==> src/gcas_pkg.sv <==
`default_nettype none
package gcas_pkg;

   localparam int QB       = 30;
   localparam int STEPS    = 30;
   localparam int SQ_STEPS = 32;
   localparam int MAG_W    = 50;
   localparam int ANG_W    = 33;
   localparam int TRIG_W   = 33;
   localparam int ZR_W     = 34;
   localparam int DOT_W    = 34;
   localparam int VX_W     = 36;
   localparam int VZ_W     = 34;
   localparam int ROOT_W   = 32;
   localparam int SQIN_W   = 64;
   localparam int PROD_W   = 2 * TRIG_W;

   // Q30 constants
   localparam logic signed [35:0] PI_Q       = 36'sd3373259426;
   localparam logic signed [35:0] HALF_PI_Q  = 36'sd1686629713;
   localparam logic signed [35:0] TWO_PI_Q   = 36'sd6746518852;
   localparam logic signed [35:0] INV_GAIN_Q = 36'sd652032874;

   // floor(2^56 / TWO_PI_Q), i.e. 2^26 / 2pi, for the modulo estimate
   localparam logic [23:0] RECIP = 24'((64'd1 << 56) / 64'd6746518852);

   typedef logic signed [MAG_W:0]    wide_ang_type;
   typedef logic signed [ANG_W-1:0]  ang_type;
   typedef logic signed [TRIG_W-1:0] trig_type;
   typedef logic signed [ZR_W-1:0]   zr_type;
   typedef logic signed [DOT_W-1:0]  dot_type;
   typedef logic signed [VX_W-1:0]   vx_type;
   typedef logic signed [VZ_W-1:0]   vz_type;

   function automatic logic [29:0] atan_entry(input logic [4:0] idx);
      logic [29:0] v;
      case (idx)
         5'd0:  v = 30'h3243F6A8;
         5'd1:  v = 30'h1DAC6705;
         5'd2:  v = 30'h0FADBAFC;
         5'd3:  v = 30'h07F56EA6;
         5'd4:  v = 30'h03FEAB76;
         5'd5:  v = 30'h01FFD55B;
         5'd6:  v = 30'h00FFFAAA;
         5'd7:  v = 30'h007FFF55;
         5'd8:  v = 30'h003FFFEA;
         5'd9:  v = 30'h001FFFFD;
         5'd10: v = 30'h000FFFFF;
         5'd11: v = 30'h0007FFFF;
         5'd12: v = 30'h0003FFFF;
         5'd13: v = 30'h0001FFFF;
         5'd14: v = 30'h0000FFFF;
         5'd15: v = 30'h00007FFF;
         5'd16: v = 30'h00003FFF;
         5'd17: v = 30'h00001FFF;
         5'd18: v = 30'h00000FFF;
         5'd19: v = 30'h000007FF;
         5'd20: v = 30'h000003FF;
         5'd21: v = 30'h000001FF;
         5'd22: v = 30'h000000FF;
         5'd23: v = 30'h0000007F;
         5'd24: v = 30'h0000003F;
         5'd25: v = 30'h0000001F;
         5'd26: v = 30'h0000000F;
         5'd27: v = 30'h00000007;
         5'd28: v = 30'h00000003;
         5'd29: v = 30'h00000001;
         default: v = 30'h0;
      endcase
      return v;
   endfunction

   // Q30 product, round to nearest with ties up
   function automatic trig_type qmul(input trig_type a, input trig_type b);
      logic signed [PROD_W-1:0] p;
      p = PROD_W'(a) * PROD_W'(b);
      p = p + PROD_W'(1 << (QB - 1));
      return trig_type'(p >>> QB);
   endfunction

endpackage
`default_nettype wire

==> src/gcas_wrap.sv <==
`default_nettype none
// Reduces an angle modulo 2pi into [-pi, pi] in four stages.
module gcas_wrap (
   input  logic                    clock,
   input  logic                    reset,
   input  logic                    en,
   input  logic                    in_valid,
   input  gcas_pkg::wide_ang_type  ang_in,
   output logic                    out_valid,
   output gcas_pkg::ang_type       ang_out
);
   localparam int U_LSB  = 24;
   localparam int MUL_W  = gcas_pkg::MAG_W;
   localparam int Q_W    = MUL_W - 32;
   localparam int R_W    = 34;
   localparam int QT_W   = Q_W + R_W;
   localparam int RS_W   = R_W + 2;

   logic va_ff, vb_ff, vc_ff, vd_ff;
   logic neg_a_ff, neg_b_ff, neg_c_ff;
   logic [gcas_pkg::MAG_W-1:0] mag_a_in, mag_a_ff, mag_b_ff;
   logic [MUL_W-1:0] prod_b;
   logic [Q_W-1:0]   q_b_in, q_b_ff;
   logic [QT_W-1:0]  qt_c, diff_c;
   logic [R_W-1:0]   r_c_in, r_c_ff, r1_d;
   logic signed [RS_W-1:0] rs_d, rn_d;
   gcas_pkg::ang_type ang_d_in, ang_d_ff;

   always_comb begin
      mag_a_in = ang_in[gcas_pkg::MAG_W] ? gcas_pkg::MAG_W'(-ang_in)
                                         : gcas_pkg::MAG_W'(ang_in);
      // quotient estimate, at most one short of the true one
      prod_b   = MUL_W'(mag_a_ff[gcas_pkg::MAG_W-1:U_LSB]) * MUL_W'(gcas_pkg::RECIP);
      q_b_in   = prod_b[MUL_W-1:32];
      qt_c     = QT_W'(q_b_ff) * QT_W'(gcas_pkg::TWO_PI_Q[R_W-1:0]);
      diff_c   = QT_W'(mag_b_ff) - qt_c;
      r_c_in   = diff_c[R_W-1:0];
      r1_d     = (r_c_ff >= gcas_pkg::TWO_PI_Q[R_W-1:0]) ?
                 r_c_ff - gcas_pkg::TWO_PI_Q[R_W-1:0] : r_c_ff;
      rs_d     = (r1_d > gcas_pkg::PI_Q[R_W-1:0]) ?
                 signed'({2'b00, r1_d}) - gcas_pkg::TWO_PI_Q : signed'({2'b00, r1_d});
      rn_d     = neg_c_ff ? -rs_d : rs_d;
      ang_d_in = gcas_pkg::ang_type'(rn_d);
   end

   always_ff @(posedge clock) begin
      if (reset) begin
         va_ff <= 1'b0;
         vb_ff <= 1'b0;
         vc_ff <= 1'b0;
         vd_ff <= 1'b0;
      end else if (en) begin
         va_ff <= in_valid;
         vb_ff <= va_ff;
         vc_ff <= vb_ff;
         vd_ff <= vc_ff;
      end
   end

   always_ff @(posedge clock) begin
      if (en) begin
         neg_a_ff <= ang_in[gcas_pkg::MAG_W];
         mag_a_ff <= mag_a_in;
         neg_b_ff <= neg_a_ff;
         mag_b_ff <= mag_a_ff;
         q_b_ff   <= q_b_in;
         neg_c_ff <= neg_b_ff;
         r_c_ff   <= r_c_in;
         ang_d_ff <= ang_d_in;
      end
   end

   assign out_valid = vd_ff;
   assign ang_out   = ang_d_ff;
endmodule
`default_nettype wire

==> config.mk <==
export PLATFORM = sky130hd
export DESIGN_NAME = gcas_wrap
export DESIGN_NICKNAME = d
export VERILOG_FILES = /design/src/gcas_pkg.sv /design/src/gcas_wrap.sv
export SDC_FILE = /design/constraint.sdc
export NUM_CORES = 1
export LEC_CHECK = 0
export BUFFER_PORTS_ARGS = -buffer_cell sky130_fd_sc_hd__buf_2
export CAP_MARGIN = 40
export CELL_PAD_IN_SITES_DETAIL_PLACEMENT = 1
export CELL_PAD_IN_SITES_GLOBAL_PLACEMENT = 1
export CORE_UTILIZATION = 40
export CTS_BUF_LIST = sky130_fd_sc_hd__clkbuf_16
export CTS_CLUSTER_SIZE = 30
export DETAILED_ROUTE_END_ITERATION = 7
export PLACE_DENSITY = 0.78
export SLEW_MARGIN = 20
export SYNTH_ARGS = -nofsm -noshare
export SYNTH_HDL_FRONTEND = slang
export SYNTH_SLANG_ARGS = --single-unit
==> constraint.sdc <==
create_clock -name clock -period 14.3 [get_ports clock]
set_input_delay 0.715 -clock clock [delete_from_list [all_inputs] [get_ports clock]]
set_output_delay 0.715 -clock clock [all_outputs]
set_load 0.005 [all_outputs]
==> results.py, run 1 <==
metrics = {
    "sta": {
        "report.final.slew_viol_count": 0,
        "rsz0062_at_grt": "no",
        "min_period_ns": 7.93,
        "post-route-period-util": 0.554,
        "skew_ns": 0.0129,
        "tightest_slew_ns": 0.846,
        "relSlewSlack": 0.436,
        "fmax_ghz": 0.126,
        "tns_ns": 0,
        "finalHoldViolations": 0,
        "final-setup-viol-count": 0,
    },
    "yosys": {
        "synth_cell_types": 93,
        "muxShareOfSynthArea": 0.00585,
        "ys_seq_elements": 176,
        "synth.yosys.seq_area_share": 0.190,
        "synth_nets": 3602,
        "ys.flop_type": "edfxtp_1",
        "async_reset_ff_frac": 0,
        "syn-instance-count": 2780,
        "synth_simple_gate_area_share": 0.0989,
        "synthMostInstantiatedCell": "inv_1",
        "synth-xor-area-share": 0.0679,
        "synthTopCellsByArea": "fa_1, ha_1, edfxtp_1",
        "yosys.area_share.adder": 0.444,
        "syn_area_um2": 27600,
        "synth_compound_gate_area_share": 0.102,
        "syn_avg_cell_area_um2": 9.92,
        "synth_edf_count": 172,
        "yosysTopAreaCell": "fa_1",
        "yosysTopAreaCellShare": 0.255,
        "ys_warn_count": 0,
        "synth_commonest_cells": "inv_1, ha_1, fa_1",
        "synth_top_family_by_area": "adder cells",
    },
    "routing": {
        "via_per_inst": 5.38,
        "drc": 0,
        "first_pass_iters": 5,
        "antenna_left": 0,
        "drtIter0Drc": 979,
        "wl_um": 77000,
        "wire_per_inst_um": 20.7,
        "vias": 20000,
    },
    "hold_path": {
        "hp-start": "reset",
        "holdCritPathClass": "in -> reg",
        "min_to": "out_valid$_SDFFE_PP0P_",
        "whs_path_depth": 2,
    },
    "cts": {
        "tritoncts": "done",
        "worstSkewPairLatency_ns": 0.50,
        "cts.sinks": 176,
        "cts_resized": 0,
        "cts_buffer_depth": 2,
        "clock-root-buffer": "clkbuf_16",
        "h-tree-depth": 4,
        "cts.reportedPaths.clkPinSlew_ns": 0.08,
        "cts_buffers": 17,
        "cts_hold_buf": 0,
        "postCtsSetupBuffers": 0,
    },
    "setup_path": {
        "r2r_slack_ns": 6.37,
        "r2r_end": "r_c_ff[32]$_DFFE_PP_",
        "required_ns": 14.66,
        "cp.arrival_ns": 8.28,
        "startpoint_type": "register",
        "end_kind": "register",
        "critPathMaxFanout": 7,
        "r2r-start": "q_b_ff[3]$_DFFE_PP_",
        "path_class": "reg -> reg",
        "reg2regPathDepth": 26,
    },
    "global_routing": {
        "grtUsageTotal": 0.228,
        "overflow": 0,
        "grt_pass1_vias": 22600,
        "grt_max_degree": 103,
        "grt_antenna_before_repair": 0,
        "grt_pass1_wl_um": 124000,
    },
    "floorplan": {
        "start_util": 0.408,
        "core_area_um2": 67600,
        "die_y_um": 265,
        "std_cell_rows": 95,
        "dieWidth_um": 265,
        "num_io_pins": 89,
        "dieArea_um2": 70000,
    },
    "cells_and_area": {
        "antennaDiodeCount": 0,
        "syn_to_final_growth_pct": 7.16,
        "drive_gt1_frac": 0.0652,
        "num-nets-final": 3663,
    },
    "place": {
        "gp_congestion": 0.903,
        "dpl.hpwl_um": 66100,
        "port_buffers": 88,
    },
    "outcome": {
        "status": "finished, final reports clean",
    },
    "flow_run": {
        "cap_violations": 0,
    },
}
-- area by class of cell --
cell class	instances	area, um^2
Sequential cell	176	5250
Fill cell	7672	38100
Clock buffer	17	425
Multi-Input combinational cell	1940	19800
Inverter	606	2270
Timing Repair Buffer	100	569
Clock inverter	15	143
Tap cell	873	1090
-- worst max path at each step --
| stage | startpoint | end | slack [ns] | cells after the start |
|---|---|---|---|---|
| after floorplan | q_b_ff[4]$_DFFE_PP_ | r_c_ff[32]$_DFFE_PP_ | 7.20 | 27 |
| after global placement | q_b_ff[3]$_DFFE_PP_ | r_c_ff[32]$_DFFE_PP_ | 6.64 | 26 |
| after detailed placement | q_b_ff[3]$_DFFE_PP_ | r_c_ff[32]$_DFFE_PP_ | 6.46 | 26 |
| after CTS | q_b_ff[3]$_DFFE_PP_ | r_c_ff[32]$_DFFE_PP_ | 6.39 | 26 |
| after global routing | q_b_ff[3]$_DFFE_PP_ | r_c_ff[32]$_DFFE_PP_ | 6.11 | 27 |
| final | q_b_ff[3]$_DFFE_PP_ | r_c_ff[32]$_DFFE_PP_ | 6.37 | 26 |
-- cell families (layout without fill, tap and decap cells) --
logic type / count (synthesis) / count (layout)
AO/OA/AOI/OAI: 419 / 419
XOR/XNOR: 213 / 213
adder cells (fa/ha/maj): 767 / 767
buffers and inverters: 664 / 738
flip-flops: 176 / 176
multiplexers: 15 / 15
AND/OR/NAND/NOR: 526 / 526
-- registers in the layout, indices dropped and copies added, names as in the netlist --
| register | count |
|---|---|
| ang_out | 33 |
| vc_ff | 1 |
| neg_a_ff | 1 |
| neg_b_ff | 1 |
| mag_b_ff | 34 |
| va_ff | 1 |
| neg_c_ff | 1 |
| r_c_ff | 34 |
| q_b_ff | 18 |
| out_valid | 1 |
| vb_ff | 1 |
| mag_a_ff | 50 |
-- metrics by stage --
step                      std cells  setup WS [ns]  instance area (um^2)  utilization  hold slack [ns]
after global routing           3727           6.11                 29600        0.437            0.409
after global placement         3690           6.64                 28900        0.428            0.401
final                          3727           6.37                 29600        0.437            0.419
after detailed placement       3693           6.46                 29000        0.428            0.405
after CTS                      3725           6.39                 29500        0.436            0.396
after floorplan                2780           7.20                 27600            -            0.400
-- placed cells by master, fill, tap and decap left out, types with 8 or more instances in the layout --
cell,n
a211oi_1,19
a21boi_0,8
a21o_1,15
a21oi_1,91
a31oi_1,18
and2_1,11
and3_1,14
buf_2,89
clkbuf_16,17
edfxtp_1,172
fa_1,351
ha_1,416
inv_1,605
mux2i_1,9
nand2_1,126
nand2b_1,24
nand3_1,50
nand3b_1,8
nand4_1,11
nor2_1,106
nor2b_1,16
nor3_1,48
nor4_1,16
o211ai_1,18
o21a_1,15
o21ai_0,102
o31ai_1,22
o41ai_1,16
or2_2,16
or3_1,31
or4_1,12
xnor2_1,162
xor2_1,50
-- per-layer routing --
metal	global-route usage	vias up	part of all wire
met2	0.417	361	0.52
met1	0.272	10100	0.42
met4	0.0866	0	0.035
li1	-	9419	-
met3	0.0289	128	0.029
met5	0	-	0
-- critical path, cell delays in order (launching register included) --
cell,delay [ns]
edfxtp_1,0.56
inv_1,0.24
fa_1,0.66
inv_1,0.11
fa_1,0.52
inv_1,0.06
fa_1,0.50
inv_1,0.05
fa_1,0.48
fa_1,0.55
inv_1,0.06
fa_1,0.53
inv_1,0.06
ha_1,0.39
nand3_1,0.12
o211ai_1,0.12
o41ai_1,0.45
o21ba_2,0.23
nor2_1,0.05
or3_1,0.32
xnor2_1,0.15
ha_1,0.22
or3_1,0.37
o21ai_0,0.11
a21oi_1,0.13
or4b_2,0.66
nand3_1,0.10
Power of run 1 is left out: the tool's default activity adds up to more than one toggle a clock period on the data nets, which glitch-free logic cannot reach.
==> run 2: changes to the inputs <==
--- a/config.mk
+++ b/config.mk
@@ -13,7 +13,7 @@
 export CTS_BUF_LIST = sky130_fd_sc_hd__clkbuf_16
 export CTS_CLUSTER_SIZE = 30
 export DETAILED_ROUTE_END_ITERATION = 7
-export PLACE_DENSITY = 0.78
+export PLACE_DENSITY = 0.8
 export SLEW_MARGIN = 20
 export SYNTH_ARGS = -nofsm -noshare
 export SYNTH_HDL_FRONTEND = slang
==> constraint.sdc (replaced) <==
create_clock -name clock -period 6.8 [get_ports clock]
set_input_delay 0.34 -clock clock [delete_from_list [all_inputs] [get_ports clock]]
set_output_delay 0.34 -clock clock [all_outputs]
set_load 0.005 [all_outputs]
==> run 2 against run 1 <==
Global-route usage rose by 3.7 points. The flow now finishes with violations (negative setup slack). Largest cell class unchanged. First-iteration DRC count rose by 36%. Sequential share of layout area fell by 1.6 points. Flip-flop and latch count did not move. Critical path type unchanged. Critical endpoint unchanged.
==> results.py, run 2 (same netlist as run 1, synthesis figures left out) <==
metrics = {
    "routing": {
        "wire_per_inst_um": 23.5,
        "drtIter0Drc": 1334,
        "vias": 22200,
        "wl_um": 93600,
        "drc": 0,
        "antenna_left": 0,
        "via_per_inst": 5.57,
        "first_pass_iters": 5,
    },
    "global_routing": {
        "grt_pass1_vias": 25400,
        "grtUsageTotal": 0.265,
        "overflow": 0,
        "grt_antenna_before_repair": 1,
        "grt_max_degree": 92,
        "grt_pass1_wl_um": 142000,
    },
    "cts": {
        "clock-root-buffer": "clkbuf_16",
        "cts.sinks": 176,
        "h-tree-depth": 4,
        "cts.reportedPaths.clkPinSlew_ns": 0.08,
        "cts_buffers": 17,
        "worstSkewPairLatency_ns": 0.54,
        "cts_buffer_depth": 2,
        "cts_hold_buf": 0,
        "tritoncts": "done",
    },
    "setup_path": {
        "slowest_delay_ns": 0.58,
        "slowest_stage": "fa_1",
        "critPathMaxFanout": 4,
        "cp.arrival_ns": 7.62,
        "end_kind": "register",
        "r2r_slack_ns": -0.42,
        "startpoint_type": "register",
        "r2r-start": "q_b_ff[5]$_DFFE_PP_",
        "required_ns": 7.20,
        "crit_top_cell": "fa_1",
        "reg2regPathDepth": 28,
        "path_class": "reg -> reg",
        "r2r_end": "r_c_ff[32]$_DFFE_PP_",
    },
    "sta": {
        "final-setup-viol-count": 18,
        "report.final.slew_viol_count": 0,
        "finalHoldViolations": 0,
        "fmax_ghz": 0.138,
        "tightest_slew_ns": 0.866,
        "worst_slack_ns": -0.423,
        "min_period_ns": 7.22,
        "rsz0062_at_grt": "yes",
        "post-route-period-util": 1.06,
        "skew_ns": 0.0243,
        "relSlewSlack": 0.419,
    },
    "cells_and_area": {
        "layout_common_cells": "inv_1, ha_1, fa_1",
        "largest-register": "mag_a_ff",
        "multi_input_area_um2": 20600,
        "antennaDiodeCount": 0,
        "final_common_cell": "inv_1",
        "reg_top3": "mag_a_ff: 50 flops, mag_b_ff: 34 flops, r_c_ff: 34 flops",
        "largest_reg_flops": 50,
        "syn_to_final_growth_pct": 17.5,
        "instances_no_fill": 3992,
        "drive_gt1_frac": 0.191,
        "ff_latch_area_um2": 5250,
        "fillers": 7574,
        "num-nets-final": 3928,
    },
    "place": {
        "port_buffers": 88,
        "dpl.hpwl_um": 70500,
        "dp_cells": 3898,
        "dpl_worst_slack_ns": -0.705,
        "gp_congestion": 0.892,
    },
    "floorplan": {
        "core_area_um2": 67600,
        "start_util": 0.408,
        "dieWidth_um": 265,
        "die_y_um": 265,
        "dieArea_um2": 70000,
        "std_cell_rows": 95,
        "num_io_pins": 89,
    },
    "hold_path": {
        "holdCritPathClass": "in -> reg",
        "whs_path_depth": 1,
        "hp-start": "ang_in[0]",
        "min_to": "mag_a_ff[0]$_DFFE_PP_",
    },
    "flow_run": {
        "cap_violations": 0,
    },
    "outcome": {
        "failed_checks": "negative setup slack",
        "status": "finished with violations",
    },
}
## run 2: cell type report
cell class	count	share of cell area
clock buffers	17	0.0131
clock inverters	15	0.00537
inverters	606	0.0703
multi-input cells	1940	0.635
flip-flops and latches	176	0.162
well taps	873	0.0337
repair buffers	365	0.0808
## run 2: critical path, delay by kind of cell, from the launching register on
kind                     cells  cell delay, ns
XOR/XNOR                     1            0.26
flip-flops                   1            0.44
buffers and inverters        7            0.45
AO/OA/AOI/OAI                7            1.39
adder cells (fa/ha/maj)      8            3.81
AND/OR/NAND/NOR              5            0.77
## run 2: repair_timing
action / CTS / global route
pin swaps: 96 / 88
gates resized for setup: 79 / 102
setup buffers: 44 / 26
setup endpoints to repair: 22 / 26
cloned: 0 / 0
## run 2: stage by stage
| step | hold slack (ns) | cell area [um^2] | setup TNS, ns | util |
|---|---|---|---|---|
| 6_report | 0.0267 | 32400 | -3.80 | 0.479 |
| 5_1_grt | 0.0136 | 32400 | -6.88 | 0.479 |
| 4_1_cts | 0.00599 | 31800 | -0.0126 | 0.471 |
| 3_5_place_dp | 0.406 | 30500 | -7.31 | 0.452 |
| 3_3_place_gp | 0.402 | 30500 | -2.05 | 0.451 |
| 2_1_floorplan | 0.400 | 27600 | -0.0150 | - |
## run 2: routing by layer
metal / vias to the layer above / global-route usage / wire (um)
met2: 695 / 0.491 / 48600
met3: 349 / 0.0389 / 3780
met1: 11200 / 0.278 / 34600
met4: 0 / 0.176 / 6720
met5: - / 0 / 0
li1: 9946 / - / -
## run 2: how the worst max path moves through the flow
| stage | endpoint | from | slack, ns | depth (start not counted) |
|---|---|---|---|---|
| 2_1_floorplan | r_c_ff[33]$_DFFE_PP_ | q_b_ff[5]$_DFFE_PP_ | -0.02 | 27 |
| 3_3_place_gp | q_b_ff[17]$_DFFE_PP_ | mag_a_ff[27]$_DFFE_PP_ | -0.39 | 26 |
| 3_5_place_dp | q_b_ff[17]$_DFFE_PP_ | mag_a_ff[27]$_DFFE_PP_ | -0.71 | 26 |
| 4_1_cts | q_b_ff[17]$_DFFE_PP_ | mag_a_ff[28]$_DFFE_PP_ | -0.01 | 26 |
| 5_1_grt | r_c_ff[32]$_DFFE_PP_ | q_b_ff[5]$_DFFE_PP_ | -0.56 | 28 |
| 6_report | r_c_ff[32]$_DFFE_PP_ | q_b_ff[5]$_DFFE_PP_ | -0.42 | 28 |
Power of run 2 is left out for the same reason.
==> run 3: changes to the inputs <==
--- a/config.mk
+++ b/config.mk
@@ -6,14 +6,11 @@
 export NUM_CORES = 1
 export LEC_CHECK = 0
 export BUFFER_PORTS_ARGS = -buffer_cell sky130_fd_sc_hd__buf_2
-export CAP_MARGIN = 40
-export CELL_PAD_IN_SITES_DETAIL_PLACEMENT = 1
-export CELL_PAD_IN_SITES_GLOBAL_PLACEMENT = 1
 export CORE_UTILIZATION = 40
 export CTS_BUF_LIST = sky130_fd_sc_hd__clkbuf_16
 export CTS_CLUSTER_SIZE = 30
 export DETAILED_ROUTE_END_ITERATION = 7
-export PLACE_DENSITY = 0.8
+export PLACE_DENSITY = 0.68
 export SLEW_MARGIN = 20
 export SYNTH_ARGS = -nofsm -noshare
 export SYNTH_HDL_FRONTEND = slang
==> run 3 against run 2 <==
The run now ends clean. Clock skew is 0.0045 ns lower. Clock-buffer cell count stayed put. Via count is 10% lower. Final area is 2.7% lower. Critical path type unchanged. First-iteration DRC count is 3.2% lower. Utilization is 1.3 points lower. Critical path depth is 1 lower. Largest cell class unchanged. Register-to-register slack better by 0.43 ns. Die area stayed put. Non-clock buffer count is 56 lower. Maximum frequency is 6.4% higher.
==> results.py, run 3 (same netlist as run 1, synthesis figures left out) <==
metrics = {
    "routing": {
        "drt-met1-wl_um": 28400,
        "antenna_left": 0,
        "wl_um": 64100,
        "first_pass_iters": 5,
        "vias": 20000,
        "wire_per_inst_um": 16.3,
        "drtIter0Drc": 1291,
        "wl_met3_um": 2230,
        "wl_met2_um": 32000,
        "dr.max_layer_used": "met4",
        "drc": 0,
        "via_per_inst": 5.09,
    },
    "floorplan": {
        "std_cell_rows": 95,
        "start_util": 0.408,
        "dieArea_um2": 70000,
        "die_y_um": 265,
        "dieWidth_um": 265,
        "num_io_pins": 89,
        "core_area_um2": 67600,
    },
    "cts": {
        "clock-root-buffer": "clkbuf_16",
        "cts.sinks": 176,
        "worstSkewPairLatency_ns": 0.50,
        "cts_hold_buf": 0,
        "tritoncts": "done",
        "h-tree-depth": 4,
        "cts.reportedPaths.clkPinSlew_ns": 0.08,
        "cts_buffer_depth": 2,
        "cts_buffers": 17,
    },
    "sta": {
        "min_period_ns": 6.79,
        "report.final.slew_viol_count": 0,
        "relSlewSlack": 0.302,
        "fmax_ghz": 0.147,
        "post-route-period-util": 0.998,
        "tightest_slew_ns": 1.05,
        "skew_ns": 0.0198,
        "rsz0062_at_grt": "yes",
        "final-setup-viol-count": 0,
        "tns_ns": 0,
        "finalHoldViolations": 0,
    },
    "global_routing": {
        "grtUsageTotal": 0.189,
        "grt_max_degree": 93,
        "overflow": 0,
        "grt_antenna_before_repair": 0,
        "grt_pass1_wl_um": 105000,
        "grt_pass1_vias": 20600,
    },
    "setup_path": {
        "path_class": "reg -> reg",
        "required_ns": 7.17,
        "end_kind": "register",
        "r2r_slack_ns": 0.01,
        "cp.arrival_ns": 7.16,
        "startpoint_type": "register",
        "critPathMaxFanout": 4,
    },
    "place": {
        "place_area_um2": 30200,
        "port_buffers": 88,
        "dpl.hpwl_um": 54800,
        "gp_congestion": 0.919,
    },
    "cells_and_area": {
        "reg_top3": "mag_a_ff: 50 flops, mag_b_ff: 34 flops, r_c_ff: 34 flops",
        "final_common_cell": "inv_1",
        "num-nets-final": 3872,
        "fillers": 6238,
        "largest_reg_flops": 50,
        "stdcell_area_um2": 31500,
        "layout_common_cells": "inv_1, ha_1, fa_1",
        "largest-register": "mag_a_ff",
        "antennaDiodeCount": 0,
        "syn_to_final_growth_pct": 14.3,
        "drive_gt1_frac": 0.155,
    },
    "flow_run": {
        "cap_violations": 0,
    },
    "outcome": {
        "status": "finished, final reports clean",
    },
    "hold_path": {
        "holdCritPathClass": "in -> reg",
    },
}
-- run 3: cell type report --
class	instances	area [um^2]	area share
Inverter	606	2280	0.0723
Clock buffer	17	425	0.0135
Sequential cell	176	5250	0.166
Tap cell	873	1090	0.0346
Multi-Input combinational cell	1940	20200	0.640
Timing Repair Buffer	309	2130	0.0676
Clock inverter	15	171	0.00544
-- run 3: through the flow --
stage / cells / utilization / hold WS, ns / setup WS, ns
after global placement: 3862 / 0.447 / 0.401 / -0.247
after global routing: 3936 / 0.466 / 0.0368 / -0.250
after detailed placement: 3862 / 0.447 / 0.405 / -0.315
after floorplan: 2780 / - / 0.400 / -0.0150
final: 3936 / 0.466 / 0.0490 / 0.0115
after CTS: 3919 / 0.461 / 0.0100 / -0.00376
-- run 3: final timing paths --
kind,start,cells past startpoint,end
worst max-delay path,q_b_ff[4]$_DFFE_PP_,27,r_c_ff[32]$_DFFE_PP_
worst min-delay path,reset,2,out_valid$_SDFFE_PP0P_
worst min register to register,mag_a_ff[13]$_DFFE_PP_,0,mag_b_ff[13]$_DFFE_PP_
worst max register to register,q_b_ff[4]$_DFFE_PP_,27,r_c_ff[32]$_DFFE_PP_
-- run 3: repair_timing --
item                                    in CTS  in global routing
pin swaps                                   52                 67
setup buffers                               25                 19
resized for setup                           33                 57
endpoints found under the setup margin      15                 21
cloned                                       0                  0
-- run 3: critical path, stage by stage (launching register included) --
cell and delay (ns):
edfxtp_1 0.47, ha_1 0.35, inv_2 0.06, fa_1 0.50, inv_1 0.05, ha_1 0.30
fa_1 0.47, fa_1 0.53, inv_2 0.04, fa_1 0.52, inv_1 0.04, ha_2 0.17
buf_4 0.13, or3_1 0.34, o211ai_1 0.11, buf_4 0.16, o211ai_1 0.11, o41ai_2 0.29
o21ba_2 0.21, o21bai_1 0.08, a21oi_1 0.18, xor2_1 0.23, ha_1 0.31, buf_4 0.16
a41oi_2 0.22, a21oi_2 0.09, or4b_4 0.48, nand3_2 0.06
-- run 3: per-layer routing --
layer	GRT usage	vias up
li1	-	9843
met1	0.239	9711
met2	0.335	394
met3	0.0285	71
met4	0.0520	0
met5	0	-
Power of run 3 is left out for the same reason.
